## config.mk

```make
export PLATFORM = sky130hd
export DESIGN_NAME = sbc_resolve
export DESIGN_NICKNAME = d
export VERILOG_FILES = /design/src/design/sbc_pkg.sv /design/src/design/sbc_resolve.sv
export SDC_FILE = /design/constraint.sdc
export NUM_CORES = 1
export LEC_CHECK = 0
export ABC_AREA = 1
export BUFFER_PORTS_ARGS = -buffer_cell sky130_fd_sc_hd__buf_2
export CORE_AREA = 8 8 178 180
export CTS_BUF_LIST = sky130_fd_sc_hd__clkbuf_4 sky130_fd_sc_hd__clkbuf_8 sky130_fd_sc_hd__clkbuf_16
export CTS_CLUSTER_SIZE = 16
export DETAILED_ROUTE_END_ITERATION = 10
export DIE_AREA = 0 0 186 188
export GPL_ROUTABILITY_DRIVEN = 1
export SLEW_MARGIN = 0
export SYNTH_ARGS = -nofsm -noshare
export SYNTH_HDL_FRONTEND = slang
export SYNTH_SLANG_ARGS = --single-unit
```

## constraint.sdc

```tcl
create_clock -name aclk -period 10.27 [get_ports aclk]
set_clock_uncertainty 0.05 [all_clocks]
set_input_delay 0 -clock aclk [delete_from_list [all_inputs] [get_ports aclk]]
set_output_delay 0 -clock aclk [all_outputs]
set_load 0.02 [all_outputs]
```

## src/design/sbc_pkg.sv

```systemverilog
// ----------------------------------------------------------------------------
// sbc_pkg
// Shared types and constants of the swept box collision pipeline.
// ----------------------------------------------------------------------------
`default_nettype none
package sbc_pkg;

    localparam int TIME_FRAC_BITS = 16;
    localparam int QUO_W  = TIME_FRAC_BITS + 2;
    localparam int TIME_W = TIME_FRAC_BITS + 3;
    localparam int MAG_W  = 35;
    localparam int NUM_W  = MAG_W + TIME_FRAC_BITS - 1;
    localparam int DEN_W  = 32;
    localparam int SIZE_W = 31;
    localparam int NFACE  = 6;
    localparam logic [QUO_W-1:0] T_CAP = QUO_W'((1 << TIME_FRAC_BITS) + 1);
    localparam logic signed [TIME_W-1:0] T_ONE = TIME_W'(1 << TIME_FRAC_BITS);

    typedef enum logic [2:0] {
        REG_MOVER_SIZE_X    = 3'd0,
        REG_MOVER_SIZE_Y    = 3'd1,
        REG_MOVER_SIZE_Z    = 3'd2,
        REG_OBSTACLE_SIZE_X = 3'd3,
        REG_OBSTACLE_SIZE_Y = 3'd4,
        REG_OBSTACLE_SIZE_Z = 3'd5
    } reg_idx_t;

    typedef struct packed {
        logic signed [31:0] mover_pos_x;
        logic signed [31:0] mover_pos_y;
        logic signed [31:0] mover_pos_z;
        logic signed [31:0] obstacle_pos_x;
        logic signed [31:0] obstacle_pos_y;
        logic signed [31:0] obstacle_pos_z;
        logic signed [31:0] move_x;
        logic signed [31:0] move_y;
        logic signed [31:0] move_z;
    } in_t;

    typedef struct packed {
        logic        hit;
        logic [16:0] hit_time;
        logic [1:0]  normal_axis;
        logic        normal_negative;
    } out_t;

    typedef struct packed {
        logic [MAG_W-1:0] mag;
        logic             neg;
        logic [DEN_W-1:0] den;
    } face_t;

    typedef struct packed {
        logic       valid;
        logic       undef;
        logic [2:0] mv_neg;
    } side_t;

endpackage
`default_nettype wire

```

## src/design/sbc_resolve.sv

```systemverilog
// ----------------------------------------------------------------------------
// sbc_resolve
// Output stage: entry and exit bounds, clamp, contact axis, result register.
// ----------------------------------------------------------------------------
`default_nettype none
module sbc_resolve (
    input  wire logic                              aclk,
    input  wire logic                              aresetn,
    input  wire logic                              en,
    input  wire logic signed [sbc_pkg::TIME_W-1:0] t [sbc_pkg::NFACE],
    input  wire sbc_pkg::side_t                    side,
    output logic                                   out_valid,
    output sbc_pkg::out_t                          out_data
);

    logic          valid_reg;
    sbc_pkg::out_t data_reg, data_next;

    always_comb begin
        logic signed [sbc_pkg::TIME_W-1:0] entry [3];
        logic signed [sbc_pkg::TIME_W-1:0] leave [3];
        logic signed [sbc_pkg::TIME_W-1:0] near_t;
        logic signed [sbc_pkg::TIME_W-1:0] far_t;
        logic                              found;
        for (int i = 0; i < 3; i++) begin
            entry[i] = (t[2*i] < t[2*i+1]) ? t[2*i] : t[2*i+1];
            leave[i] = (t[2*i] < t[2*i+1]) ? t[2*i+1] : t[2*i];
        end
        near_t = '0;
        far_t  = sbc_pkg::T_ONE;
        for (int i = 0; i < 3; i++) begin
            if (entry[i] > near_t) near_t = entry[i];
            if (leave[i] < far_t) far_t = leave[i];
        end
        data_next = '0;
        found     = 1'b0;
        if (!side.undef && near_t < far_t) begin
            for (int i = 0; i < 3; i++) begin
                if (!found && entry[i] == near_t) begin
                    found                     = 1'b1;
                    data_next.hit             = 1'b1;
                    data_next.hit_time        = 17'(near_t);
                    data_next.normal_axis     = 2'(i);
                    data_next.normal_negative = !side.mv_neg[i];
                end
            end
        end
    end

    always_ff @(posedge aclk) begin
        if (!aresetn) begin
            valid_reg <= 1'b0;
        end else if (en) begin
            valid_reg <= side.valid;
        end
    end

    always_ff @(posedge aclk) begin
        if (en) begin
            data_reg <= data_next;
        end
    end

    assign out_valid = valid_reg;
    assign out_data  = data_reg;

endmodule
`default_nettype wire

```

Yosys cells after proc, flatten, opt, wreduce, memory -nomap -nowiden
Cells that the tools add are included. Widths: inputs -> output; s select.

Flip-flop bits (word level): 22. Input bits: 122. Output and inout port bits: 22. Logic and storage cells: 49.

Order comparisons: 10. Eq/ne operators: 3. Muxes and demuxes: 19. Bitwise gates (word level): 1. Reduce and logical (&&, ||, !) cells: 10.

Operator list (count): $mux 19 (12); $lt 19x19->1 (6); $mux 21 (3); $eq 19x19->1 (3); $gt 19x19->1 (2); $gt 19x1->1 const B (1); $lt 19x18->1 const B (1); $logic_not 1->1 (6); $mux 1 (4); $logic_and 1x1->1 (3); $reduce_or 2->1 (1); $not 1->1 (1).

Longest topological paths before layout
Word-level depth: 18. Mapped depth: 65.

Worst setup path before layout
Ideal clock, no wire load.

Path type: in2reg. From: input t[94] (netlist bit). To: register data_reg (netlist bit out_data[6]) (data pin). Setup time: 0.257 ns. Arrival time: 7.227 ns. Slack: 2.736 ns. Stages: 60. Buffers on the path: 6. Cell sequence: inv_1 > ha_1 > nand2_2 > inv_1 > nand2_1 > nand3_1 > nor2_1 > nand3_1 > nand2_1 > nand2_2 > buf_6 > o21ai_0 > nor2_1 > nand4_1 > nor2_1 > nand4_2 > nand2_4 > buf_6 > [... 24 more ...] > a31oi_1 > a31oi_1 > nand2_1 > clkbuf_1 > buf_2 > nand3_1 > nand2_1 > ha_1 > a21oi_1 > o21ai_0 > a21o_1 > a21oi_1 > o21ai_0 > a21oi_1 > nand3_1 > nand3_2 > buf_2 > nor2_1.

Word-level cells in the longest chain between the ends: 18. Elaborated cells between the ends (all ways): 31. Classes of those cells: order compare (8); eq/ne (3); mux (15); reduce/logical (5).

RTL lines: start: declaration (RTL line sbc_resolve.sv:10) `input wire logic signed [sbc_pkg::TIME_W-1:0] t [sbc_pkg::NFACE],`; $lt 19x19->1 (RTL line sbc_resolve.sv:26, sbc_resolve.sv:27); $mux 19 (RTL line sbc_resolve.sv:26) `entry[i] = (t[2*i] < t[2*i+1]) ? t[2*i] : t[2*i+1];`; $gt 19x1->1 (RTL line sbc_resolve.sv:32) `if (entry[i] > near_t) near_t = entry[i];`; $mux 19 (RTL line sbc_resolve.sv:32); $gt 19x19->1 (RTL line sbc_resolve.sv:32); $mux 19 (RTL line sbc_resolve.sv:32); $gt 19x19->1 (RTL line sbc_resolve.sv:32); $mux 19 (RTL line sbc_resolve.sv:32); [... 2 more ...]; $mux 1 (RTL line sbc_resolve.sv:37) `if (!side.undef && near_t < far_t) begin`; $logic_not 1->1 (RTL line sbc_resolve.sv:39) `if (!found && entry[i] == near_t) begin`; $logic_and 1x1->1 (RTL line sbc_resolve.sv:39); $mux 1 (RTL line sbc_resolve.sv:39); $mux 1 (RTL line sbc_resolve.sv:37); $logic_not 1->1 (RTL line sbc_resolve.sv:39); $logic_and 1x1->1 (RTL line sbc_resolve.sv:39); $mux 21 (RTL line sbc_resolve.sv:39); end signal: assignment (RTL line sbc_resolve.sv:60) `data_reg <= data_next;`; end: declaration (RTL line sbc_resolve.sv:17) `sbc_pkg::out_t data_reg, data_next;`.

Several ways; a longest one is shown, not always the timed one. The select of a mux whose other input is x is not followed. A chain may end at the register's enable or synchronous reset.

Worst setup path in the final report
From: input t[94] (netlist bit). To: register data_reg (netlist bit out_data[1]) (data pin).

Word-level cells in the longest chain between the ends: 18. Elaborated cells between the ends (all ways): 31. Classes of those cells: order compare (8); eq/ne (3); mux (13); bitwise (1); reduce/logical (6).

RTL lines (RTL line): $lt 19x19->1 (sbc_resolve.sv:26, sbc_resolve.sv:27); $mux 19 (sbc_resolve.sv:26); $gt 19x1->1 (sbc_resolve.sv:32); $mux 19 (sbc_resolve.sv:32); $gt 19x19->1 (sbc_resolve.sv:32); $mux 19 (sbc_resolve.sv:32); $gt 19x19->1 (sbc_resolve.sv:32); $mux 19 (sbc_resolve.sv:32); [... 2 more ...]; $mux 1 (sbc_resolve.sv:37); $logic_not 1->1 (sbc_resolve.sv:39); $logic_and 1x1->1 (sbc_resolve.sv:39); $mux 1 (sbc_resolve.sv:39); $mux 1 (sbc_resolve.sv:37); $logic_not 1->1 (sbc_resolve.sv:39); $logic_and 1x1->1 (sbc_resolve.sv:39); $reduce_or 2->1 (no line).

Several ways; a longest one is shown, not always the timed one. The select of a mux whose other input is x is not followed.

==> results.json <==
{
  "rsz0062_at_grt": "no",
  "r2r-start": "out_valid$_SDFFE_PN0P_",
  "crit_arrival_ns": 9.29,
  "crit_start": "t[94]",
  "cp_slowest_cell": "o21ai_0",
  "synth.ff_latch_count": 22,
  "first_iter_violations": 1121,
  "post_cts_buffers": 0,
  "root_buffer": "clkbuf_16",
  "ys_warn_count": 0,
  "drive_gt1_frac": 0.143,
  "clkLatencyLatePin_ns": 0.25,
  "hold_depth": 4,
  "finalCriticalPeriod_ns": 9.25,
  "r2r_end": "out_valid$_SDFFE_PN0P_",
  "die_area_um2": 35000,
  "crit_buf_inv": 10,
  "drc": 0,
  "diodes": 0,
  "synth_top_area_frac": 0.214,
  "relSlewSlack": 0.157,
  "crit_path_start_kind": "input pin",
  "clk_pin_slew_worst_paths_ns": 0.06,
  "wl_um": 35100,
  "power_frac_seq": 0.066,
  "grt_first_pass_wirelength_um": 53200,
  "cpMostUsedCell": "nand2_1",
  "synthTopCellsByCount": "nand2_1 (460), inv_1 (236), ha_1 (145)",
  "pwr-share-comb": 0.889,
  "place_hpwl_um": 31100,
  "p_int_uw": 889,
  "fillers": 3319,
  "yosys.area.top_type": "ha_1",
  "synth_area_um2": 8490,
  "grt_max_degree": 58,
  "io_pins": 144,
  "synth_edf_count": 21,
  "hold-worst-slack_ns": 0.123,
  "fin_crit_sh": 0.901,
  "gr-total-overflow": 0,
  "io_buffers": 143,
  "htree_levels": 1,
  "min_to": "out_data[0]$_SDFFCE_PN0P_",
  "die_h_um": 188,
  "die_x_um": 186,
  "gp_congestion": 1.06,
  "avgSynthCellArea_um2": 5.64,
  "coreArea_um2": 29000,
  "fmax_mhz": 108,
  "status": "finished clean",
  "async_flop_share": 0,
  "ys.flop_type": "edfxtp_1",
  "irDropWorstVdd_v": 0.000119,
  "fin_tns_setup_ns": 0,
  "leakagePower_uw": 0.00547,
  "setup_ws_ns": 1.02,
  "cts_buffer_depth": 2,
  "hp-class": "input pin to flip-flop",
  "r2r_slack_ns": 9.02,
  "hold_violations": 0,
  "worst_pin_slew_ns": 1.25,
  "cp_num_cells": 56,
  "slew_violations": 0,
  "drtAntennaViolNets": 0,
  "post-synth-top-count-cell": "nand2_1",
  "finalSetupViolations": 0,
  "synth_cells": 1504,
  "worstPathMaxFanout": 38,
  "path_class": "input pin to flip-flop",
  "swShare": 0.625,
  "cts_tree": "done",
  "synth_cell_types": 51,
  "grt_usage": 0.194,
  "place_ws_ns": 0.327,
  "ys_top_cells_by_area": "ha_1 (21%), nand2_1 (20%), inv_1 (10%), o21ai_0 (7.8%), edfxtp_1 (7.4%)",
  "pwr-share-clk": 0.046,
  "cap_violations": 0,
  "viasPerCell": 5.15,
  "initial_utilization": 0.293,
  "cts_buffers": 3,
  "end_kind": "flip-flop",
  "power.total_uw": 2370,
  "routedWlPerCell_um": 17.4,
  "first_global_vias": 9589,
  "area_growth_syn_to_layout_pct": 15.3,
  "num_rows": 63,
  "worstRegToRegCells": 3,
  "regArea_um2": 651,
  "required_ns": 10.31,
  "via_count": 10400,
  "clock-sinks": 22,
  "dr.pass1.iters": 6,
  "antenna_found_initial": 0,
  "powerDensity_nw_per_um2": 243,
  "postSynthNetCount": 1771,
  "nets": 1899,
  "hp-start": "side[2]",
  "critPathTopFamily": "simple AND/OR/NAND/NOR gates",
  "switchingPower_uw": 1480,
  "critPathMaxStageDelay_ns": 0.72,
  "multiInputGateArea_um2": 6710,
  "yosysSeqAreaShare": 0.0767
}
kinds of logic after synthesis:
logic type      share of synthesized area
flops                              0.0767
compound gates                      0.175
buf+inv                             0.134
simple gates                        0.396
fa+ha+maj                           0.214
xor+xnor                          0.00413
other cells                      0.000442
timing repair:
action                                  in CTS  in global routing
endpoints found under the setup margin       0                 21
hold endpoints to repair                     1                  0
gates resized for setup                      0                  2
hold buffers                                 2                  0
per-stage QoR:
stage / utilization / instances / cell area (um^2)
after global placement: 0.333 / 2015 / 9650
after global routing: 0.337 / 2021 / 9780
after detailed placement: 0.333 / 2015 / 9650
after CTS: 0.337 / 2021 / 9780
final: 0.337 / 2021 / 9780
after floorplan: - / 1504 / 8490
worst min-delay path, stage by stage:
cell and delay [ns]:
buf_2 0.08, nor2_1 0.04, nor2_1 0.09, nor2_1 0.05
power by group through the flow:
| stage | registers, uW | clock network (uW) | logic, uW |
|---|---|---|---|
| global placement | 158 | 0 | 2040 |
| finish | 156 | 108 | 2110 |
| floorplan | 202 | 0 | 1390 |
| global route | 160 | 112 | 2350 |
| detailed placement | 158 | 0 | 2060 |
| CTS | 156 | 111 | 2070 |
layout by cell type, fill, tap and decap left out, types with 3 or more instances in the layout:
cell / instances
nand3b_1: 5
o21ai_1: 18
nor3_1: 6
nand2_1: 458
o21a_1: 3
buf_2: 143
o211ai_1: 17
o21ai_0: 133
a211oi_1: 6
a31oi_1: 4
nand2_2: 20
nand3_1: 122
or2_2: 6
nor4_1: 4
ha_1: 145
nand3_2: 7
o21ai_2: 8
buf_4: 25
inv_1: 236
a21oi_1: 65
nor2_2: 11
nor2_1: 99
edfxtp_1: 21
clkbuf_16: 3
nand4_1: 31
layer usage:
layer | up-vias | part of all wire | track usage
li1 | 5204 | - | -
met1 | 4613 | 0.46 | 0.275
met2 | 512 | 0.41 | 0.293
met3 | 75 | 0.098 | 0.0329
met4 | 0 | 0.034 | 0.0556
met5 | - | 0 | 0
how the worst max path moves through the flow:
stage                                  to
5_1_grt        out_data[15]$_SDFFCE_PN0P_
4_1_cts        out_data[12]$_SDFFCE_PN0P_
2_1_floorplan   out_data[6]$_SDFFCE_PN0P_
3_3_place_gp    out_data[0]$_SDFFCE_PN0P_
6_report        out_data[1]$_SDFFCE_PP0P_
3_5_place_dp   out_data[12]$_SDFFCE_PN0P_
final cells by class:
type                            count  share of cell area
Timing Repair Buffer              170              0.0944
Clock buffer                        3             0.00767
Sequential cell                    22              0.0665
Tap cell                          390              0.0499
Inverter                          240              0.0925
Multi-Input combinational cell   1195               0.686
Clock inverter                      1             0.00307
state kept, by name, summed over array words and instances (netlist names):
register,flops
out_valid,1
out_data,21
Power figures use the tool's default switching activity.
