File: config.mk
export PLATFORM = sky130hd
export DESIGN_NAME = sbc_div
export DESIGN_NICKNAME = d
export VERILOG_FILES = /design/src/design/sbc_pkg.sv /design/src/design/sbc_div.sv
export SDC_FILE = /design/constraint.sdc
export NUM_CORES = 2
export LEC_CHECK = 0
export BUFFER_PORTS_ARGS = -buffer_cell sky130_fd_sc_hd__buf_2
export CAP_MARGIN = 20
export CORE_UTILIZATION = 25
export DETAILED_ROUTE_END_ITERATION = 8
export SYNTH_ARGS = -nofsm -noshare
export SYNTH_HDL_FRONTEND = slang
export SYNTH_SLANG_ARGS = --single-unit
File: constraint.sdc
create_clock -name aclk -period 9.7 [get_ports aclk]
set_input_delay 1.455 -clock aclk [delete_from_list [all_inputs] [get_ports aclk]]
set_output_delay 1.455 -clock aclk [all_outputs]
set_load 0.05 [all_outputs]
File: src/design/sbc_pkg.sv
// ----------------------------------------------------------------------------
// sbc_pkg
// Shared types and constants of the swept box collision pipeline.
// ----------------------------------------------------------------------------
`default_nettype none
package sbc_pkg;

    localparam int TIME_FRAC_BITS = 16;
    localparam int QUO_W  = TIME_FRAC_BITS + 2;
    localparam int TIME_W = TIME_FRAC_BITS + 3;
    localparam int MAG_W  = 35;
    localparam int NUM_W  = MAG_W + TIME_FRAC_BITS - 1;
    localparam int DEN_W  = 32;
    localparam int SIZE_W = 31;
    localparam int NFACE  = 6;
    localparam logic [QUO_W-1:0] T_CAP = QUO_W'((1 << TIME_FRAC_BITS) + 1);
    localparam logic signed [TIME_W-1:0] T_ONE = TIME_W'(1 << TIME_FRAC_BITS);

    typedef enum logic [2:0] {
        REG_MOVER_SIZE_X    = 3'd0,
        REG_MOVER_SIZE_Y    = 3'd1,
        REG_MOVER_SIZE_Z    = 3'd2,
        REG_OBSTACLE_SIZE_X = 3'd3,
        REG_OBSTACLE_SIZE_Y = 3'd4,
        REG_OBSTACLE_SIZE_Z = 3'd5
    } reg_idx_t;

    typedef struct packed {
        logic signed [31:0] mover_pos_x;
        logic signed [31:0] mover_pos_y;
        logic signed [31:0] mover_pos_z;
        logic signed [31:0] obstacle_pos_x;
        logic signed [31:0] obstacle_pos_y;
        logic signed [31:0] obstacle_pos_z;
        logic signed [31:0] move_x;
        logic signed [31:0] move_y;
        logic signed [31:0] move_z;
    } in_t;

    typedef struct packed {
        logic        hit;
        logic [16:0] hit_time;
        logic [1:0]  normal_axis;
        logic        normal_negative;
    } out_t;

    typedef struct packed {
        logic [MAG_W-1:0] mag;
        logic             neg;
        logic [DEN_W-1:0] den;
    } face_t;

    typedef struct packed {
        logic       valid;
        logic       undef;
        logic [2:0] mv_neg;
    } side_t;

endpackage
`default_nettype wire

File: src/design/sbc_div.sv
// ----------------------------------------------------------------------------
// sbc_div
// Pipelined restoring divider, one quotient bit per stage, saturated time.
// ----------------------------------------------------------------------------
`default_nettype none
module sbc_div (
    input  wire logic                              aclk,
    input  wire logic                              en,
    input  wire sbc_pkg::face_t                    face,
    output logic signed [sbc_pkg::TIME_W-1:0]      t
);

    localparam int QB = sbc_pkg::QUO_W;
    localparam int NW = sbc_pkg::NUM_W;

    logic [NW-1:0]             rem_reg [QB];
    logic [QB-1:0]             quo_reg [QB];
    logic [sbc_pkg::DEN_W-1:0] den_reg [QB];
    logic                      neg_reg [QB];
    logic                      sat_reg [QB];
    logic signed [sbc_pkg::TIME_W-1:0] t_reg, t_next;

    logic [NW-1:0]             rem_in [QB];
    logic [QB-1:0]             quo_in [QB];
    logic [sbc_pkg::DEN_W-1:0] den_in [QB];
    logic                      neg_in [QB];
    logic                      sat_in [QB];

    assign rem_in[0] = {face.mag, {(sbc_pkg::TIME_FRAC_BITS-1){1'b0}}};
    assign quo_in[0] = '0;
    assign den_in[0] = face.den;
    assign neg_in[0] = face.neg;
    assign sat_in[0] = (face.den == '0) ||
                       ({1'b0, rem_in[0]} >= ((NW+1)'(face.den) << QB));

    for (genvar k = 1; k < QB; k++) begin : g_link
        assign rem_in[k] = rem_reg[k-1];
        assign quo_in[k] = quo_reg[k-1];
        assign den_in[k] = den_reg[k-1];
        assign neg_in[k] = neg_reg[k-1];
        assign sat_in[k] = sat_reg[k-1];
    end

    for (genvar k = 0; k < QB; k++) begin : g_step
        logic [NW:0] dsh;
        logic [NW:0] diff;
        assign dsh  = (NW+1)'(den_in[k]) << (QB-1-k);
        assign diff = {1'b0, rem_in[k]} - dsh;
        always_ff @(posedge aclk) begin
            if (en) begin
                den_reg[k] <= den_in[k];
                neg_reg[k] <= neg_in[k];
                sat_reg[k] <= sat_in[k];
                if (!diff[NW]) begin
                    rem_reg[k] <= diff[NW-1:0];
                    quo_reg[k] <= quo_in[k] | (QB'(1) << (QB-1-k));
                end else begin
                    rem_reg[k] <= rem_in[k];
                    quo_reg[k] <= quo_in[k];
                end
            end
        end
    end

    always_comb begin
        logic [QB-1:0] mag;
        if (sat_reg[QB-1] || quo_reg[QB-1] > sbc_pkg::T_CAP) begin
            mag = sbc_pkg::T_CAP;
        end else begin
            mag = quo_reg[QB-1];
        end
        t_next = neg_reg[QB-1] ? -$signed({1'b0, mag}) : $signed({1'b0, mag});
    end

    always_ff @(posedge aclk) begin
        if (en) begin
            t_reg <= t_next;
        end
    end

    assign t = t_reg;

endmodule
`default_nettype wire

* After elaboration in Yosys (flattened, before gate mapping) *
Memory sizes are Yosys's and may differ from the RTL's.
Cells that the tools add are included.

word-level totals
  logic and storage cells = 215
  memory bits (read-only) = 0
  bits in registers = 19
  latch bits = 0
  RAM bits = 1836
  input bits = 70
  memories = 5

cells by class
  multipliers = 0
  mux-type cells = 148
  order comparisons = 2
  divide/modulo/power cells = 0
  equality and inequality tests = 0
  reductions and logical operators = 3
  $add $sub $neg = 19
  shifts and indexed selects = 0
  bitwise gates (word level) = 36

memory list
  name     words  width  rd ports  clocked after memory_dff  write ports  line           source
  rem_reg  18     50     17        0                         18           sbc_div.sv:16  logic [NW-1:0] rem_reg [QB];
  den_reg  18     32     17        0                         18           sbc_div.sv:18  logic [sbc_pkg::DEN_W-1:0] den_reg [QB];
  quo_reg  18     18     18        0                         18           sbc_div.sv:17  logic [QB-1:0] quo_reg [QB];
  neg_reg  18     1      18        0                         18           sbc_div.sv:19  logic neg_reg [QB];
  sat_reg  18     1      18        0                         18           sbc_div.sv:20  logic sat_reg [QB];

operator list
  operator                      number
  2-to-1 mux 50 bit             18
  2-to-1 mux 18 bit             20
  2-to-1 mux 1 bit              110
  subtractor 50 x 32 -> 51 bit  1
  subtractor 50 x 33 -> 51 bit  1
  subtractor 50 x 34 -> 51 bit  1
  subtractor 50 x 35 -> 51 bit  1
  subtractor 50 x 36 -> 51 bit  1
  subtractor 50 x 37 -> 51 bit  1
  subtractor 50 x 38 -> 51 bit  1
  subtractor 50 x 39 -> 51 bit  1
  subtractor 50 x 40 -> 51 bit  1
  subtractor 50 x 41 -> 51 bit  1
  subtractor 50 x 42 -> 51 bit  1
  subtractor 50 x 43 -> 51 bit  1
  subtractor 50 x 44 -> 51 bit  1
  subtractor 50 x 45 -> 51 bit  1
  subtractor 50 x 46 -> 51 bit  1
  subtractor 50 x 47 -> 51 bit  1
  subtractor 50 x 48 -> 51 bit  1
  subtractor 50 x 49 -> 51 bit  1
  >= comparator 50 bit          1
  bitwise OR 1 bit              36
  logical NOT 32 bit            1
  3 further kinds               4

* Logic depth before layout (Yosys ltp) *
An unclocked memory read counts as a cell.

  word-level depth = 6
  depth in mapped cells = 17

* Worst setup path before layout *
OpenSTA, ideal clock, no wires.

  kind = in2reg
  start = input face[6] in the netlist's numbering
  end = memory rem_reg[0][17] in the netlist's numbering (data pin)
  data arrival time = 4.125 ns
  library setup time = 0.267 ns
  required time = 9.433 ns
  buffers on the path = 1
  stages on the path = 13
  setup slack = 5.308 ns
  cells stage by stage = inv_1 ha_1 a21o_1 or3_1 o21ai_1 a21oi_1 a21o_1 a21oi_1 o21ba_2 o21bai_1 a21oi_1 clkbuf_1 o21ai_0

RTL lines
  item             line           source
  start, declared  sbc_div.sv:9   input wire sbc_pkg::face_t face,
  end, declared    sbc_div.sv:16

==> reports/results.md <==
| Group | Item | Value |
| --- | --- | --- |
| die | Effective utilization at floorplan | 25.2% |
| die | Number of rows created at floorplan | 211 |
| clock tree | TritonCTS clock tree | done |
| clock tree | Post-cts resize count | 0 |
| pwr | Power density of the placed cells | 276 mW/mm^2 |
| synthesis | Post-synthesis instance area | 0.0835 sq mm |
| critical path | Data required time of the worst path | 10.25 ns |
| synthesis | Fraction of the yosys area taken by sequential cells | 52.9% |
| critical path | Slowest Stage Delay on Critical Path | 0.85 ns |
| die | Height of the chip | 580 microns |
| pwr | Net switching component of the power | 9.02 mW |
| synthesis | Dominant combinational cell family by area after synthesis | compound AO/OA/AOI/OAI gates |
| job | Max-capacitance violation count | 0 |
| detailed routing | Count of nets left with antenna violations after detail routing | 0 |
| finish | Number of nets in the layout | 8499 |
| die | Area enclosed by the die boundary | 0.336 sq mm |
| pwr | Fraction of power spent switching nets | 34.8% |
| finish | Flip-flop count of the largest register, all copies and words added | 700 |
| sta | Hold Fails Final Rpt | 0 |
| pwr | Worst VDD drop | 130 uV |
| sta | Clock skew after layout | 0.0618 ns |
| clock tree | Hold-fix buffers, CTS | 0 |
| synthesis | Post-Synth Adder-Cell Area | 9.31% |
| finish | Fill cell total of the finished layout | 34214 |
| synthesis | Area share of xor/xnor cells in the synthesized design | 6.32% |
| detailed routing | First-pass DRT Iterations | 5 |
| die | Top-Level Pins | 89 |
| clock tree | Post-CTS clock slew at the launch and capture registers of the worst setup and hold paths | 0.06 ns |
| sta | RSZ-0062 raised after global routing | false |
| sta | Final number of max-transition violations | 0 |
| status | Status | complete, no violations |
| global route | Wire length of the first global-routing pass | 264 mm |
| global route | Total Routing Usage GR | 9.26% |
| detailed routing | Drt via density | 4.43 |
| synthesis | Simple-gate portion of the synthesized area | 11.5% |
| placed design | Quantity of I/O buffers inserted on ports | 88 |
| finish | Growth of design area from synthesis to finish | 12.5% |
| pwr | Reg power frac | 39.1% |
| critical path | Type of origin of the critical path | flip-flop |
| sta | Max-Slew Margin vs Limit | 35.2% |
| critical path | Start-to-end type of the worst setup path | reg2reg |
| global route | Total overflow reported by the global router | 0 |
| critical path | Type of element capturing the critical path | flip-flop |
| critical path | Critical path, cell by cell | inv_1 > fa_1 > and2b_1 > o31a_2 > o211ai_2 > a2111oi_0 > nor2b_1 > o211a_1 > o21ai_2 > a211oi_4 > buf_4 > or4_1 > nor3_2 > xor2_1 |
| detailed routing | Drc violations | 0 |
| synthesis | Commonest register cell after synthesis | sky130_fd_sc_hd__edfxtp_1 |
| critical path | Highest-delay cell along the critical path | sky130_fd_sc_hd__a2111oi_0 |
| pwr | Clk pwr share | 22.0% |
| die | Die Width | 580 microns |
| finish | Fraction of layout instances using a drive strength above 1 | 5.77% |
| synthesis | Number of enable-type register cells in the synthesized netlist | 1470 |
| clock tree | Clock insertion delay at the later pin of the skew report | 0.85 ns |
| sta | Fraction of the cycle the final worst path needs | 48.7% |
| pwr | Reported leakage power | 36.3 nW |
| hold path | Type of the most critical hold path | reg2reg |
| detailed routing | Final routed wirelength across all metal layers | 160 mm |
| clock tree | Maximum buffer depth of the clock tree | 4 |
| pwr | Fraction of power consumed by combinational cells | 38.9% |
| clock tree | Buffer cell driving the clock tree root | sky130_fd_sc_hd__clkbuf_16 |
| placed design | DP Worst Slack | 4.63 ns |
| synthesis | Count of cell types in the netlist | 93 |
| clock tree | Clock buffers created by TritonCTS | 159 |
| pwr | Cell Int Power | 16.9 mW |
| synthesis | Share of the synthesized area in compound gates (AO/OA/AOI/OAI) | 15.5% |
| sta | Highest attainable clock frequency | 0.212 GHz |
| placed design | Half-perimeter wire length after detailed placement | 122 mm |
| synthesis | Mean area per synthesized cell | 10.8 sq um |
| synthesis | Synthesized flop and latch total | 1470 |
| detailed routing | Initial drt markers | 2961 |
| synthesis | Asr flop ratio synth | 0% |
| sta | Transition time at the pin with the least slew margin | 0.973 ns |
| clock tree | Setup Buffers After CTS | 0 |
| synthesis | Mux share of post-synthesis cell area | 0.399% |
| sta | Clock period minus final worst setup slack | 4.73 ns |
| clock tree | Total number of clock tree sinks | 1470 |
| critical path | Crit path DAT | 5.28 ns |
| detailed routing | Detailed-route via count | 54468 |
| sta | Sum Neg Setup Slack | 0 ns |
| clock tree | H-tree depth | 4 |
| placed design | Routability-driven placement congestion ratio | 0.847 |
| sta | Final number of setup-violating endpoints | 0 |
| global route | Via count of the first global-routing pass | 52863 |
| die | Core outline area | 0.331 sq mm |
| synthesis | Synthesized netlist net count | 8397 |
| global route | Antenna violations before repair | 5 |
| sta | Final critical-path setup slack | 4.97 ns |
| critical path | Maximum fanout along the worst path | 63 |
| synthesis | Number of cells produced by synthesis | 7716 |
| detailed routing | Post-detailed-route wirelength per cell | 13.1 microns |
| synthesis | Number of synthesis warnings | 0 |
| global route | Pin count of the biggest net entering global routing | 113 |
cell usage after synthesis, types with 13 or more instances:
master / count / share of area [%]
sky130_fd_sc_hd__nand3_1: 123 / 0.74
sky130_fd_sc_hd__inv_1: 697 / 3.1
sky130_fd_sc_hd__ha_1: 594 / 8.9
sky130_fd_sc_hd__a31oi_1: 47 / 0.35
sky130_fd_sc_hd__nand4_1: 81 / 0.61
sky130_fd_sc_hd__a211o_1: 18 / 0.19
sky130_fd_sc_hd__and3_1: 53 / 0.40
sky130_fd_sc_hd__a41oi_1: 13 / 0.14
sky130_fd_sc_hd__o31ai_1: 45 / 0.40
sky130_fd_sc_hd__clkbuf_1: 160 / 0.72
sky130_fd_sc_hd__o21bai_1: 63 / 0.57
sky130_fd_sc_hd__or4_1: 19 / 0.17
sky130_fd_sc_hd__o21ai_0: 707 / 4.2
sky130_fd_sc_hd__nor4_1: 63 / 0.47
sky130_fd_sc_hd__and2_1: 47 / 0.35
sky130_fd_sc_hd__buf_2: 27 / 0.16
sky130_fd_sc_hd__o31a_1: 19 / 0.20
sky130_fd_sc_hd__nand2b_1: 107 / 0.80
sky130_fd_sc_hd__xor2_1: 291 / 3.1
sky130_fd_sc_hd__or2_2: 23 / 0.17
sky130_fd_sc_hd__nor2_1: 308 / 1.4
sky130_fd_sc_hd__a211oi_1: 57 / 0.51
sky130_fd_sc_hd__o211ai_1: 45 / 0.40
sky130_fd_sc_hd__and4_1: 14 / 0.15
sky130_fd_sc_hd__a31o_2: 14 / 0.15
sky130_fd_sc_hd__fa_1: 17 / 0.41
sky130_fd_sc_hd__nor3_1: 101 / 0.61
sky130_fd_sc_hd__a21o_1: 323 / 2.9
sky130_fd_sc_hd__a21oi_1: 485 / 2.9
sky130_fd_sc_hd__xnor2_1: 311 / 3.3
sky130_fd_sc_hd__mux2_2: 26 / 0.35
sky130_fd_sc_hd__or3_1: 44 / 0.33
sky130_fd_sc_hd__nand2_1: 896 / 4.0
sky130_fd_sc_hd__edfxtp_1: 1470 / 53
sky130_fd_sc_hd__nor2b_1: 86 / 0.64
sky130_fd_sc_hd__nand3b_1: 14 / 0.13
sky130_fd_sc_hd__o21a_1: 81 / 0.73
routing by layer:
layer	global-route usage [%]	up-vias	wire (microns)
li1	-	28284	-
met1	12.0	24913	76100
met2	15.6	992	72900
met3	1.45	279	6520
met4	3.17	0	4960
met5	0	-	0
power by group through the flow:
stage / Clock (mW) / Combinational [mW] / Sequential [mW]
6_report: 5.70 / 10.1 / 10.1
3_3_place_gp: 0 / 9.91 / 10.3
5_1_grt: 6.13 / 11.4 / 10.3
4_1_cts: 5.91 / 10.1 / 10.1
3_5_place_dp: 0 / 10.0 / 10.2
2_1_floorplan: 0 / 8.09 / 9.88
through the flow:
stage / hold slack (ns) / power (mW) / instances / utilization, % / cell area, sq um
after floorplan: 0.400 / 18.0 / 7716 / - / 83500
after detailed placement: 0.405 / 20.3 / 12020 / 26.9 / 89000
final: 0.366 / 25.9 / 12291 / 28.3 / 93900
after CTS: 0.352 / 26.1 / 12287 / 28.3 / 93800
after global routing: 0.364 / 27.8 / 12291 / 28.3 / 93900
after global placement: 0.401 / 20.2 / 12019 / 26.9 / 89000
final timing paths:
check                               from                   endpoint  slack, ns  cells past startpoint
max          rem_reg[5][7]$_SDFFCE_PP0P_   rem_reg[5][91]$_DFFE_PP_       4.97                     14
min reg2reg    quo_reg[12][10]$_DFFE_PP_  quo_reg[13][10]$_DFFE_PP_       0.37                      0
min            quo_reg[12][10]$_DFFE_PP_  quo_reg[13][10]$_DFFE_PP_       0.37                      0
max reg2reg  rem_reg[5][7]$_SDFFCE_PP0P_   rem_reg[5][91]$_DFFE_PP_       4.97                     14
cell type report:
type	instances	area, sq um	share of cell area, %
Antenna cell	1	2.50	0.00267
Clock buffer	194	4200	4.47
Multi-Input combinational cell	5353	36000	38.4
Tap cell	4366	5460	5.82
Sequential cell	1470	44100	47.0
Clock inverter	73	579	0.617
Timing Repair Buffer	135	861	0.917
Inverter	699	2620	2.79
cell families after synthesis:
| family | Yosys count |
|---|---|
| and+or+nand+nor | 2031 |
| DFF | 1470 |
| muxes | 30 |
| xor gates and xnor gates | 602 |
| AOI/OAI and AO/OA | 2079 |
| adders and majority gates | 611 |
| buffers and inverters | 893 |
worst max-delay path: cells and delay by family (launching register included):
family          cells  cell delay [ns]
compound gates      6             1.99
simple gates        4             1.22
fa+ha+maj           1             0.44
flops               1             0.37
buf+inv             2             0.37
xor+xnor            1             0.09
placed cells by master, fill, tap and decap left out, types with 19 or more instances in the layout:
| master | instances |
|---|---|
| sky130_fd_sc_hd__a211oi_1 | 56 |
| sky130_fd_sc_hd__a21o_1 | 323 |
| sky130_fd_sc_hd__a21oi_1 | 483 |
| sky130_fd_sc_hd__a31oi_1 | 46 |
| sky130_fd_sc_hd__and2_1 | 46 |
| sky130_fd_sc_hd__and3_1 | 53 |
| sky130_fd_sc_hd__buf_2 | 88 |
| sky130_fd_sc_hd__buf_4 | 41 |
| sky130_fd_sc_hd__clkbuf_1 | 31 |
| sky130_fd_sc_hd__clkbuf_16 | 163 |
| sky130_fd_sc_hd__clkinv_1 | 29 |
| sky130_fd_sc_hd__clkinv_2 | 24 |
| sky130_fd_sc_hd__edfxtp_1 | 1470 |
| sky130_fd_sc_hd__ha_1 | 594 |
| sky130_fd_sc_hd__inv_1 | 697 |
| sky130_fd_sc_hd__mux2_2 | 26 |
| sky130_fd_sc_hd__nand2_1 | 896 |
| sky130_fd_sc_hd__nand2b_1 | 107 |
| sky130_fd_sc_hd__nand3_1 | 123 |
| sky130_fd_sc_hd__nand4_1 | 81 |
| sky130_fd_sc_hd__nor2_1 | 307 |
| sky130_fd_sc_hd__nor2b_1 | 85 |
| sky130_fd_sc_hd__nor3_1 | 101 |
| sky130_fd_sc_hd__nor4_1 | 63 |
| sky130_fd_sc_hd__o211ai_1 | 45 |
| sky130_fd_sc_hd__o21a_1 | 80 |
| sky130_fd_sc_hd__o21ai_0 | 707 |
| sky130_fd_sc_hd__o21bai_1 | 63 |
| sky130_fd_sc_hd__o31ai_1 | 45 |
| sky130_fd_sc_hd__or2_2 | 23 |
| sky130_fd_sc_hd__or3_1 | 44 |
| sky130_fd_sc_hd__or4_1 | 19 |
| sky130_fd_sc_hd__xnor2_1 | 311 |
| sky130_fd_sc_hd__xor2_1 | 291 |
(Power assumes the default switching activity.)
