==> config.mk <==
export PLATFORM = sky130hd
export DESIGN_NAME = sbc_gap
export DESIGN_NICKNAME = d
export VERILOG_FILES = /design/src/design/sbc_pkg.sv /design/src/design/sbc_gap.sv
export SDC_FILE = /design/constraint.sdc
export NUM_CORES = 1
export LEC_CHECK = 0
export BUFFER_PORTS_ARGS = -buffer_cell sky130_fd_sc_hd__buf_2
export CORE_UTILIZATION = 29
export DETAILED_ROUTE_END_ITERATION = 10
export GPL_TIMING_DRIVEN = 0
export RECOVER_POWER = 50
export SLEW_MARGIN = 20
export SYNTH_ARGS = -nofsm -noshare
export SYNTH_HDL_FRONTEND = slang
export SYNTH_SLANG_ARGS = --single-unit
==> constraint.sdc <==
create_clock -name aclk -period 6.88 [get_ports aclk]
set_clock_uncertainty 0.2 [all_clocks]
set_input_delay 0.688 -clock aclk [delete_from_list [all_inputs] [get_ports aclk]]
set_output_delay 0.688 -clock aclk [all_outputs]
set_load 0.01 [all_outputs]
==> src/design/sbc_pkg.sv <==
// ----------------------------------------------------------------------------
// sbc_pkg
// Shared types and constants of the swept box collision pipeline.
// ----------------------------------------------------------------------------
`default_nettype none
package sbc_pkg;

    localparam int TIME_FRAC_BITS = 16;
    localparam int QUO_W  = TIME_FRAC_BITS + 2;
    localparam int TIME_W = TIME_FRAC_BITS + 3;
    localparam int MAG_W  = 35;
    localparam int NUM_W  = MAG_W + TIME_FRAC_BITS - 1;
    localparam int DEN_W  = 32;
    localparam int SIZE_W = 31;
    localparam int NFACE  = 6;
    localparam logic [QUO_W-1:0] T_CAP = QUO_W'((1 << TIME_FRAC_BITS) + 1);
    localparam logic signed [TIME_W-1:0] T_ONE = TIME_W'(1 << TIME_FRAC_BITS);

    typedef enum logic [2:0] {
        REG_MOVER_SIZE_X    = 3'd0,
        REG_MOVER_SIZE_Y    = 3'd1,
        REG_MOVER_SIZE_Z    = 3'd2,
        REG_OBSTACLE_SIZE_X = 3'd3,
        REG_OBSTACLE_SIZE_Y = 3'd4,
        REG_OBSTACLE_SIZE_Z = 3'd5
    } reg_idx_t;

    typedef struct packed {
        logic signed [31:0] mover_pos_x;
        logic signed [31:0] mover_pos_y;
        logic signed [31:0] mover_pos_z;
        logic signed [31:0] obstacle_pos_x;
        logic signed [31:0] obstacle_pos_y;
        logic signed [31:0] obstacle_pos_z;
        logic signed [31:0] move_x;
        logic signed [31:0] move_y;
        logic signed [31:0] move_z;
    } in_t;

    typedef struct packed {
        logic        hit;
        logic [16:0] hit_time;
        logic [1:0]  normal_axis;
        logic        normal_negative;
    } out_t;

    typedef struct packed {
        logic [MAG_W-1:0] mag;
        logic             neg;
        logic [DEN_W-1:0] den;
    } face_t;

    typedef struct packed {
        logic       valid;
        logic       undef;
        logic [2:0] mv_neg;
    } side_t;

endpackage
`default_nettype wire

==> src/design/sbc_gap.sv <==
// ----------------------------------------------------------------------------
// sbc_gap
// Input stage: face gaps at twice their value and move magnitudes per axis.
// ----------------------------------------------------------------------------
`default_nettype none
module sbc_gap (
    input  wire logic                       aclk,
    input  wire logic                       aresetn,
    input  wire logic                       en,
    input  wire logic                       in_valid,
    input  wire sbc_pkg::in_t               in_data,
    input  wire logic [3*sbc_pkg::SIZE_W-1:0] mover_size,
    input  wire logic [3*sbc_pkg::SIZE_W-1:0] obstacle_size,
    output sbc_pkg::face_t                  face [sbc_pkg::NFACE],
    output sbc_pkg::side_t                  side
);

    sbc_pkg::face_t face_reg  [sbc_pkg::NFACE];
    sbc_pkg::face_t face_next [sbc_pkg::NFACE];
    sbc_pkg::side_t side_reg, side_next;

    logic signed [31:0] mp [3];
    logic signed [31:0] op [3];
    logic signed [31:0] mv [3];

    assign mp[0] = in_data.mover_pos_x;
    assign mp[1] = in_data.mover_pos_y;
    assign mp[2] = in_data.mover_pos_z;
    assign op[0] = in_data.obstacle_pos_x;
    assign op[1] = in_data.obstacle_pos_y;
    assign op[2] = in_data.obstacle_pos_z;
    assign mv[0] = in_data.move_x;
    assign mv[1] = in_data.move_y;
    assign mv[2] = in_data.move_z;

    always_comb begin
        logic signed [35:0] dist2;
        logic signed [35:0] span;
        logic signed [35:0] g1;
        logic signed [35:0] g2;
        logic               mzero;
        logic [31:0]        den;
        side_next.valid  = in_valid;
        side_next.undef  = 1'b0;
        side_next.mv_neg = '0;
        for (int i = 0; i < 3; i++) begin
            dist2 = (36'(op[i]) - 36'(mp[i])) <<< 1;
            span  = $signed(36'(33'(mover_size[i*sbc_pkg::SIZE_W +: sbc_pkg::SIZE_W])
                    + 33'(obstacle_size[i*sbc_pkg::SIZE_W +: sbc_pkg::SIZE_W])));
            g1    = dist2 - span;
            g2    = dist2 + span;
            mzero = (mv[i] == 32'sd0);
            den   = mv[i][31] ? 32'(-mv[i]) : 32'(mv[i]);
            side_next.mv_neg[i] = mv[i][31];
            if (mzero && (g1 == 36'sd0 || g2 == 36'sd0)) begin
                side_next.undef = 1'b1;
            end
            face_next[2*i].mag   = g1[35] ? sbc_pkg::MAG_W'(-g1) : sbc_pkg::MAG_W'(g1);
            face_next[2*i].neg   = g1[35] ^ (mv[i][31] & !mzero);
            face_next[2*i].den   = den;
            face_next[2*i+1].mag = g2[35] ? sbc_pkg::MAG_W'(-g2) : sbc_pkg::MAG_W'(g2);
            face_next[2*i+1].neg = g2[35] ^ (mv[i][31] & !mzero);
            face_next[2*i+1].den = den;
        end
    end

    always_ff @(posedge aclk) begin
        if (!aresetn) begin
            side_reg.valid <= 1'b0;
        end else if (en) begin
            side_reg.valid <= side_next.valid;
        end
    end

    always_ff @(posedge aclk) begin
        if (en) begin
            side_reg.undef  <= side_next.undef;
            side_reg.mv_neg <= side_next.mv_neg;
            face_reg        <= face_next;
        end
    end

    assign face = face_reg;
    assign side = side_reg;

endmodule
`default_nettype wire

Yosys cells after proc, flatten, opt, wreduce, memory -nomap -nowiden
Index checks and enable logic that the tools add are counted.
{ "word_totals": {"inputBits": 478, "ramBits": 0, "mem_bits_ro": 0, "latchBits": 0, "word_cells": 80, "output_inout_bits": 413, "register_bits": 317, "n_memories": 0} }
{ "classes": {"n_div": 0, "n_eq_ne": 0, "n_addsub": 21, "reduce_logical": 19, "n_mul": 0, "shift": 0, "muxes": 10, "magnitude_cmp": 0, "bitwise": 9} }
{ "ops": {"columns": ["cell", "count"], "rows": [
  ["$logic_not 36->1", 6],
  ["$mux 35", 6],
  ["$neg 35->35", 6],
  ["$add 34x33->35", 3],
  ["$sub 34x33->35", 3],
  ["$sub 32x32->33", 3],
  ["$add 31x31->32", 3],
  ["$logic_not 32->1", 3],
  ["$neg 32->32", 3],
  ["$mux 31", 3],
  ["$xor 1x1->1", 6],
  ["$and 1x1->1", 3],
  ["$logic_and 1x1->1", 3],
  ["$logic_not 1->1", 3],
  ["$logic_or 1x1->1", 3],
  ["$reduce_or 2->1", 1],
  ["$mux 1", 1]
]} }

Depth between registers and ports, before layout
Gate-level depths: netlist of the first run.
{ "depth": {"ltp_word": 6, "ltp_mapped": 31, "mapped_depth_nobuf": 29} }

Worst setup path before layout of the first run
No wires, ideal clock.
{ "synth_timing": {"path_kind": "input-to-reg", "start": "input mover_size[7] (netlist bit)", "end": "register face_reg (netlist bit face[388]), data pin", "arrival_ps": 6045, "stages": 26, "n_path_buf": 3, "t_required_ps": 6414, "path_slack_ps": 368, "setup_time_ps": 266, "path_cell_list": "ha_1 and2_1 a221o_1 a31o_2 o21a_1 o41a_1 a311o_1 a31oi_1 nor2_1 o21a_1 or4_1 a31o_2 a21o_1 xor2_1 ha_1 clkbuf_1 inv_1 a21oi_1 a31oi_1 a211oi_2 and2_1 nor2b_1 buf_2 buf_2 a21oi_1 xnor2_1"} }
{ "synth_lines": {"columns": ["item", "line", "rtl"], "rows": [
  ["from (decl)", "sbc_gap.sv:12", "input wire logic [3*sbc_pkg::SIZE_W-1:0] mover_size,"],
  ["to (signal assigned)", "sbc_gap.sv:79", "face_reg <= face_next;"],
  ["to (decl)", "sbc_gap.sv:18", "sbc_pkg::face_t face_reg [sbc_pkg::NFACE];"]
]} }

==> results of run 1 <==
## cells by family (layout without fill, tap and decap cells)
family | count (synthesis) | in the layout
mux | 7 | 7
xor+xnor | 605 | 605
other cells | 1 | 13
flops | 314 | 314
buf+inv | 552 | 1528
simple gates | 1182 | 1182
fa+ha+maj | 396 | 396
compound gates | 1200 | 1200
## worst max path at each step
stage | end | slack (ns)
global route | face[329]$_DFFE_PP_ | -0.04
detailed placement | side[3]$_SDFFCE_PP1P_ | -1.52
global placement | side[3]$_SDFFCE_PP1P_ | -1.51
floorplan | face[388]$_DFFE_PP_ | 0.37
CTS | side[3]$_SDFFCE_PP1P_ | 0.0009
finish | face[405]$_DFFE_PP_ | 0.17
## cells in the final DEF, fill, tap and decap left out, types with 99 or more instances in the layout
master and count:
a21o_1 105, a21oi_1 367, buf_2 711, buf_4 116
clkbuf_1 256, edfxtp_1 313, ha_1 375, inv_1 341
nand2_1 258, nor2_1 345, nor3_1 99, o21ai_0 205
xnor2_1 447, xor2_1 144
## stage by stage
| stage | hold WS, ns | setup TNS (ns) |
|---|---|---|
| after floorplan | 0.338 | 0 |
| after global routing | 0.0386 | -0.0862 |
| final | 0.0691 | 0 |
| after global placement | 0.303 | -167.01 |
| after CTS | 0.00980 | 0 |
| after detailed placement | 0.306 | -154.50 |
## layer usage
layer,GRT usage,vias to the layer above,part of all wire
li1,-,17100,-
met1,0.271,16700,0.43
met2,0.352,1273,0.46
met3,0.0475,170,0.084
met4,0.0534,18,0.026
met5,0,-,0.00074
## report_power, final
| group | switching (mW) | internal [mW] |
|---|---|---|
| registers | 0.348 | 3.25 |
| clock network | 0.987 | 1.43 |
| logic | 6.66 | 3.92 |
| total | 8.00 | 8.60 |
## final cells by class
type | instances | area (sq um)
clock inverter | 28 | 379
tap | 1625 | 2030
clock buffer | 51 | 1110
inverter | 347 | 1310
antenna | 7 | 17.5
multi-input combinational | 3396 | 24800
fill | 12900 | 77900
buffer | 192 | 1180
sequential | 314 | 9420
timing repair buffer | 910 | 4400
## timing repair
action	4_1_cts	5_1_grt
pin swaps	1	24
hold endpoints to repair	0	0
gates cloned	0	0
setup buffers	0	16
hold buffers	0	0
gates resized for setup	42	123
endpoints found under the setup margin	132	190
==> flow_metrics.env, run 1 <==
export IMPL_status="finished, violations left"
export IMPL_violations="capacitance limit, slew limit"
export IMPL_syn_inst=4257
export IMPL_synth_flop_cell="edfxtp_1"
export IMPL_yosysTopAreaCell="edfxtp_1"
export IMPL_htree_levels=2
export IMPL_gp_congestion=0.910
export IMPL_cts_buffers=43
export IMPL_area_delta_synth_final_pct=23.9
export IMPL_synth_compound_area_share=0.217
export IMPL_dpl_hpwl_um=118000
export IMPL_startpoint_type="input port"
export IMPL_r2r_slack_ns=6.09
export IMPL_yosysSeqAreaShare=0.262
export IMPL_finalNonFillerCells=6870
export IMPL_dp_cells=6781
export IMPL_hold_depth=1
export IMPL_vias_per_cell=5.13
export IMPL_initial_core_util=0.294
export IMPL_synth_edf_count=313
export IMPL_power_mw=16.6
export IMPL_root_buffer="clkbuf_16"
export IMPL_fmax_ghz=0.149
export IMPL_reg2regPathDepth=2
export IMPL_synth_common_cells="xnor2_1 (458), ha_1 (384), a21oi_1 (379)"
export IMPL_place_ws_ns=-1.52
export IMPL_final_setup_worst_slack_ns=0.173
export IMPL_critPathKind="input port to flip-flop"
export IMPL_hold_violations=0
export IMPL_finalInstanceArea_sq_um=44600
export IMPL_dr_pass1_iters=5
export IMPL_drtIter0Drc=2672
export IMPL_hold_path_end="side[2]$_DFFE_PP_"
export IMPL_ys_ff_latch=314
export IMPL_relSlewSlack=-2.14
export IMPL_cts_tree="built"
export IMPL_drive_gt1_frac=0.209
export IMPL_synthArstFlopShare=0
export IMPL_slowest_delay_ns=0.48
export IMPL_io_pins=891
export IMPL_min_period_ns=6.71
export IMPL_cap_violations=3
export IMPL_post_route_util=0.364
export IMPL_crit_buf_inv=1
export IMPL_tightest_slew_ns=4.72
export IMPL_die_h_um=354
export IMPL_antenna_found_initial=26
export IMPL_crit_cells=24
export IMPL_clk_path_buf_depth=3
export IMPL_synth_top_area_frac=0.261
export IMPL_cpMaxStageDelayCell="a2111oi_0"
export IMPL_nets=6078
export IMPL_cp_cell_sequence="buf_2 > ha_1 > and2_1 > a221o_1 > a31o_2 > o21a_1 > o41a_1 > a311o_1 > a31oi_1 > nor2_1 > o21a_1 > or4_1 > a31o_2 > a21o_1 > xor2_1 > ha_2 > nor2_1 > a41o_1 > nor3b_1 > a2111oi_0 > nand3_1 > nor3_4 > or4_1 > nand3_1"
export IMPL_synthMuxAreaShare=0.00201
export IMPL_crit_required_ns=7.04
export IMPL_final_setup_viol_count=0
export IMPL_hold_start="in_data[31]"
export IMPL_drc=0
export IMPL_clock_sinks=314
export IMPL_vias=35300
export IMPL_vdd_ir_drop_max_mv=0.253
export IMPL_grt_pass1_wl_um=203000
export IMPL_num_rows=128
export IMPL_grt_start_max_net_pins=87
export IMPL_drv_slew=241
export IMPL_crit_fanout=9
export IMPL_worst_endpoint_arrival_ns=6.87
export IMPL_largest_reg_flops=309
export IMPL_p_leak_nw=19.2
export IMPL_cp_end_kind="flip-flop"
export IMPL_ys_types=100
export IMPL_cp_top_family="compound AO/OA/AOI/OAI gates"
export IMPL_startpoint="mover_size[8]"
export IMPL_drtAntennaViolNets=0
export IMPL_yosys_area_share_xor_xnor=0.147
export IMPL_wirelength_um=140000
export IMPL_synth_top_family_by_area="compound AO/OA/AOI/OAI gates"
export IMPL_place_area_sq_um=42600
export IMPL_reg2reg_to="side[4]$_SDFFE_PN0P_"
export IMPL_grt_overflow=0
export IMPL_clk_latency_ns=0.61
export IMPL_clk_pin_slew_ns=0.06
export IMPL_io_buffers=890
export IMPL_die_area_sq_um=126000
export IMPL_worst_hold_path_type="input port to flip-flop"
export IMPL_synth_simple_area_share=0.163
export IMPL_synth_area_top_cells="edfxtp_1 (26%), ha_1 (13%), xnor2_1 (11%)"
export IMPL_r2r_start="side[4]$_SDFFE_PN0P_"
export IMPL_grt_pass1_vias=33000
export IMPL_synth_adder_area_share=0.140
export IMPL_core_area_sq_um=123000
export IMPL_p_per_area_nw_per_um2=372
export IMPL_synth_area_sq_um=36000
export IMPL_syn_area_per_cell_sq_um=8.46
export IMPL_wl_per_cell_um=20.3
export IMPL_synth_warnings=0
export IMPL_die_w_um=354
export IMPL_grtUsageTotal=0.210
export IMPL_post_synth_top_count_cell="xnor2_1"
export IMPL_post_route_period_util=0.975
(Power assumes the default switching activity.)
==> inputs of run 2 (changes only) <==
BUFFER_PORTS_ARGS = not set   (was -buffer_cell sky130_fd_sc_hd__buf_2)
CAP_MARGIN = 30   (was not set)
DONT_BUFFER_PORTS = 1   (was not set)
PLACE_DENSITY = 0.47   (was not set)
==> run 2 against run 1 <==
Compared with the run above: the run still ends with capacitance limit, slew limit left; first-iteration DRC count shrank 22%; non-clock buffer count shrank 885; sequential power grew 19%; largest cell class unchanged; largest power group unchanged.
==> flow_metrics.env, run 2 (synthesis results as in run 1) <==
export IMPL_status="finished, violations left"
export IMPL_violations="capacitance limit, slew limit"
export IMPL_p_leak_nw=16.2
export IMPL_vdd_ir_drop_max_mv=0.211
export IMPL_worst_endpoint_arrival_ns=6.75
export IMPL_die_w_um=354
export IMPL_min_period_ns=6.59
export IMPL_hold_slack_ns=0.0588
export IMPL_drive_gt1_frac=0.0803
export IMPL_rsz0062_at_grt="true"
export IMPL_grt_overflow=0
export IMPL_wirelength_um=134000
export IMPL_place_ws_ns=-1.41
export IMPL_grt_pass1_vias=29500
export IMPL_comb_power_share=0.564
export IMPL_cap_violations=1
export IMPL_p_sw_frac=0.476
export IMPL_clk_latency_ns=0.62
export IMPL_post_route_period_util=0.958
export IMPL_core_area_sq_um=123000
export IMPL_clk_path_buf_depth=3
export IMPL_hold_violations=0
export IMPL_critPathKind="input port to flip-flop"
export IMPL_most_common_layout_cells="xnor2_1 (453), ha_1 (380), a21oi_1 (371)"
export IMPL_io_pins=891
export IMPL_vias_per_cell=5.24
export IMPL_relSlewSlack=-0.00194
export IMPL_htree_levels=2
export IMPL_wl_per_cell_um=22.4
export IMPL_tightest_slew_ns=1.50
export IMPL_p_per_area_nw_per_um2=394
export IMPL_grt_pass1_wl_um=193000
export IMPL_drv_slew=10
export IMPL_io_buffers=0
export IMPL_hold_start="in_data[3]"
export IMPL_num_rows=128
export IMPL_reg2reg_to="side[4]$_SDFFE_PN0P_"
export IMPL_final_setup_viol_count=0
export IMPL_clock_sinks=314
export IMPL_internal_power_mw=8.32
export IMPL_crit_fanout=6
export IMPL_die_h_um=354
export IMPL_final_common_cell="xnor2_1"
export IMPL_cts_buffers=45
export IMPL_power_frac_clock=0.166
export IMPL_grt_start_max_net_pins=313
export IMPL_area_delta_synth_final_pct=11.8
export IMPL_drc=0
export IMPL_startpoint_type="input port"
export IMPL_cp_end_kind="flip-flop"
export IMPL_antenna_found_initial=22
export IMPL_r2r_start="side[4]$_SDFFE_PN0P_"
export IMPL_cts_tree="built"
export IMPL_gp_congestion=0.886
export IMPL_reg2regPathDepth=2
export IMPL_power_mw=15.9
export IMPL_drtIter0Drc=2088
export IMPL_hold_depth=1
export IMPL_vias=31400
export IMPL_crit_required_ns=7.04
export IMPL_r2r_slack_ns=5.99
export IMPL_nets=5195
export IMPL_root_buffer="clkbuf_16"
export IMPL_drtAntennaViolNets=0
export IMPL_clk_pin_slew_ns=0.06
export IMPL_hold_path_end="face[71]$_DFFE_PP_"
export IMPL_largest_reg_flops=309
export IMPL_grtUsageTotal=0.203
export IMPL_worst_hold_path_type="input port to flip-flop"
export IMPL_fmax_ghz=0.152
export IMPL_dr_pass1_iters=7
export IMPL_final_setup_worst_slack_ns=0.290
export IMPL_initial_core_util=0.294
export IMPL_die_area_sq_um=126000
export IMPL_p_switching_mw=7.57
export IMPL_p_seq_frac=0.270
export IMPL_dpl_hpwl_um=113000
## run 2: cell types whose count changed in the layout (fill, tap and decap cells not counted), sizes merged
| cell | previous run | this run |
|---|---|---|
| bufinv | 7 | 11 |
| buf | 837 | 129 |
| clkdlybuf4s18 | 0 | 1 |
| dlygate4sd3 | 0 | 13 |
| diode | 7 | 11 |
| clkinv | 16 | 12 |
| clkinvlp | 5 | 4 |
| clkbuf | 316 | 125 |
| inv | 347 | 352 |
## run 2: worst max-delay path by stage
stage / startpoint / endpoint / slack (ns) / depth (start not counted)
2_1_floorplan: mover_size[7] / face[388]$_DFFE_PP_ / 0.37 / 26
3_3_place_gp: in_data[160] / side[3]$_SDFFCE_PP1P_ / -1.47 / 27
3_5_place_dp: in_data[160] / side[3]$_SDFFCE_PP1P_ / -1.41 / 27
4_1_cts: mover_size[7] / face[389]$_DFFE_PP_ / 0.007 / 25
5_1_grt: mover_size[62] / face[49]$_DFFE_PP_ / -0.05 / 26
6_report: mover_size[62] / face[134]$_DFFE_PP_ / 0.29 / 26
## run 2: timing repair
item / 4_1_cts / 5_1_grt
gates cloned: 0 / 0
hold buffers: 13 / 0
hold endpoints to repair: 13 / 0
pin swaps: 0 / 11
setup buffers: 0 / 8
resized for setup: 19 / 87
endpoints found under the setup margin: 59 / 189
## run 2: worst max-delay path, cell delays in order
cell       delay, ns
ha_1            0.23
fa_1            0.42
a21o_1          0.18
a21oi_1         0.30
o211ai_1        0.21
a311oi_1        0.35
nor2_1          0.18
o21a_1          0.20
nor2_1          0.16
o21bai_1        0.08
a21o_1          0.18
xor2_1          0.21
ha_1            0.35
inv_1           0.22
nand3_1         0.16
nor2_1          0.20
o2111ai_1       0.23
a31oi_2         0.30
o21ai_0         0.27
xnor2_2         0.35
and3_1          0.22
nor2b_1         0.16
nor2b_1         0.29
and4b_1         0.31
a31oi_1         0.13
xnor2_1         0.18
## run 2: metrics by stage
| stage | area [sq um] | TNS (ns) | utilization | std cells |
|---|---|---|---|---|
| finish | 40300 | 0 | 0.329 | 5993 |
| global route | 40300 | -0.0849 | 0.329 | 5982 |
| CTS | 39900 | 0 | 0.326 | 5985 |
| detailed placement | 38100 | -110.57 | 0.311 | 5890 |
| global placement | 38100 | -110.59 | 0.311 | 5887 |
| floorplan | 36000 | 0 | - | 4262 |
## run 2: layout make-up
type,count,area (sq um)
clock buffer,51,1150
sequential,314,9420
fill,13000,82200
buffer,192,1170
tap,1625,2030
clock inverter,32,490
inverter,347,1300
multi-input combinational,3396,24500
timing repair buffer,25,215
antenna,11,27.5
## run 2: layer usage
metal  global-route usage  up-vias  share of wire
met3               0.0581      125          0.086
met4               0.0396        8          0.020
li1                     -    15400              -
met5                    0        -        0.00044
met2                0.347     1004           0.47
met1                0.253    14900           0.42
## run 2: power groups by stage
stage / clock, mW / sequential [mW] / combinational (mW)
after floorplan: 0 / 3.83 / 6.57
after global routing: 2.79 / 4.36 / 9.85
final: 2.64 / 4.29 / 8.96
after CTS: 2.74 / 4.33 / 8.74
after detailed placement: 0 / 4.35 / 8.66
after global placement: 0 / 4.37 / 8.63
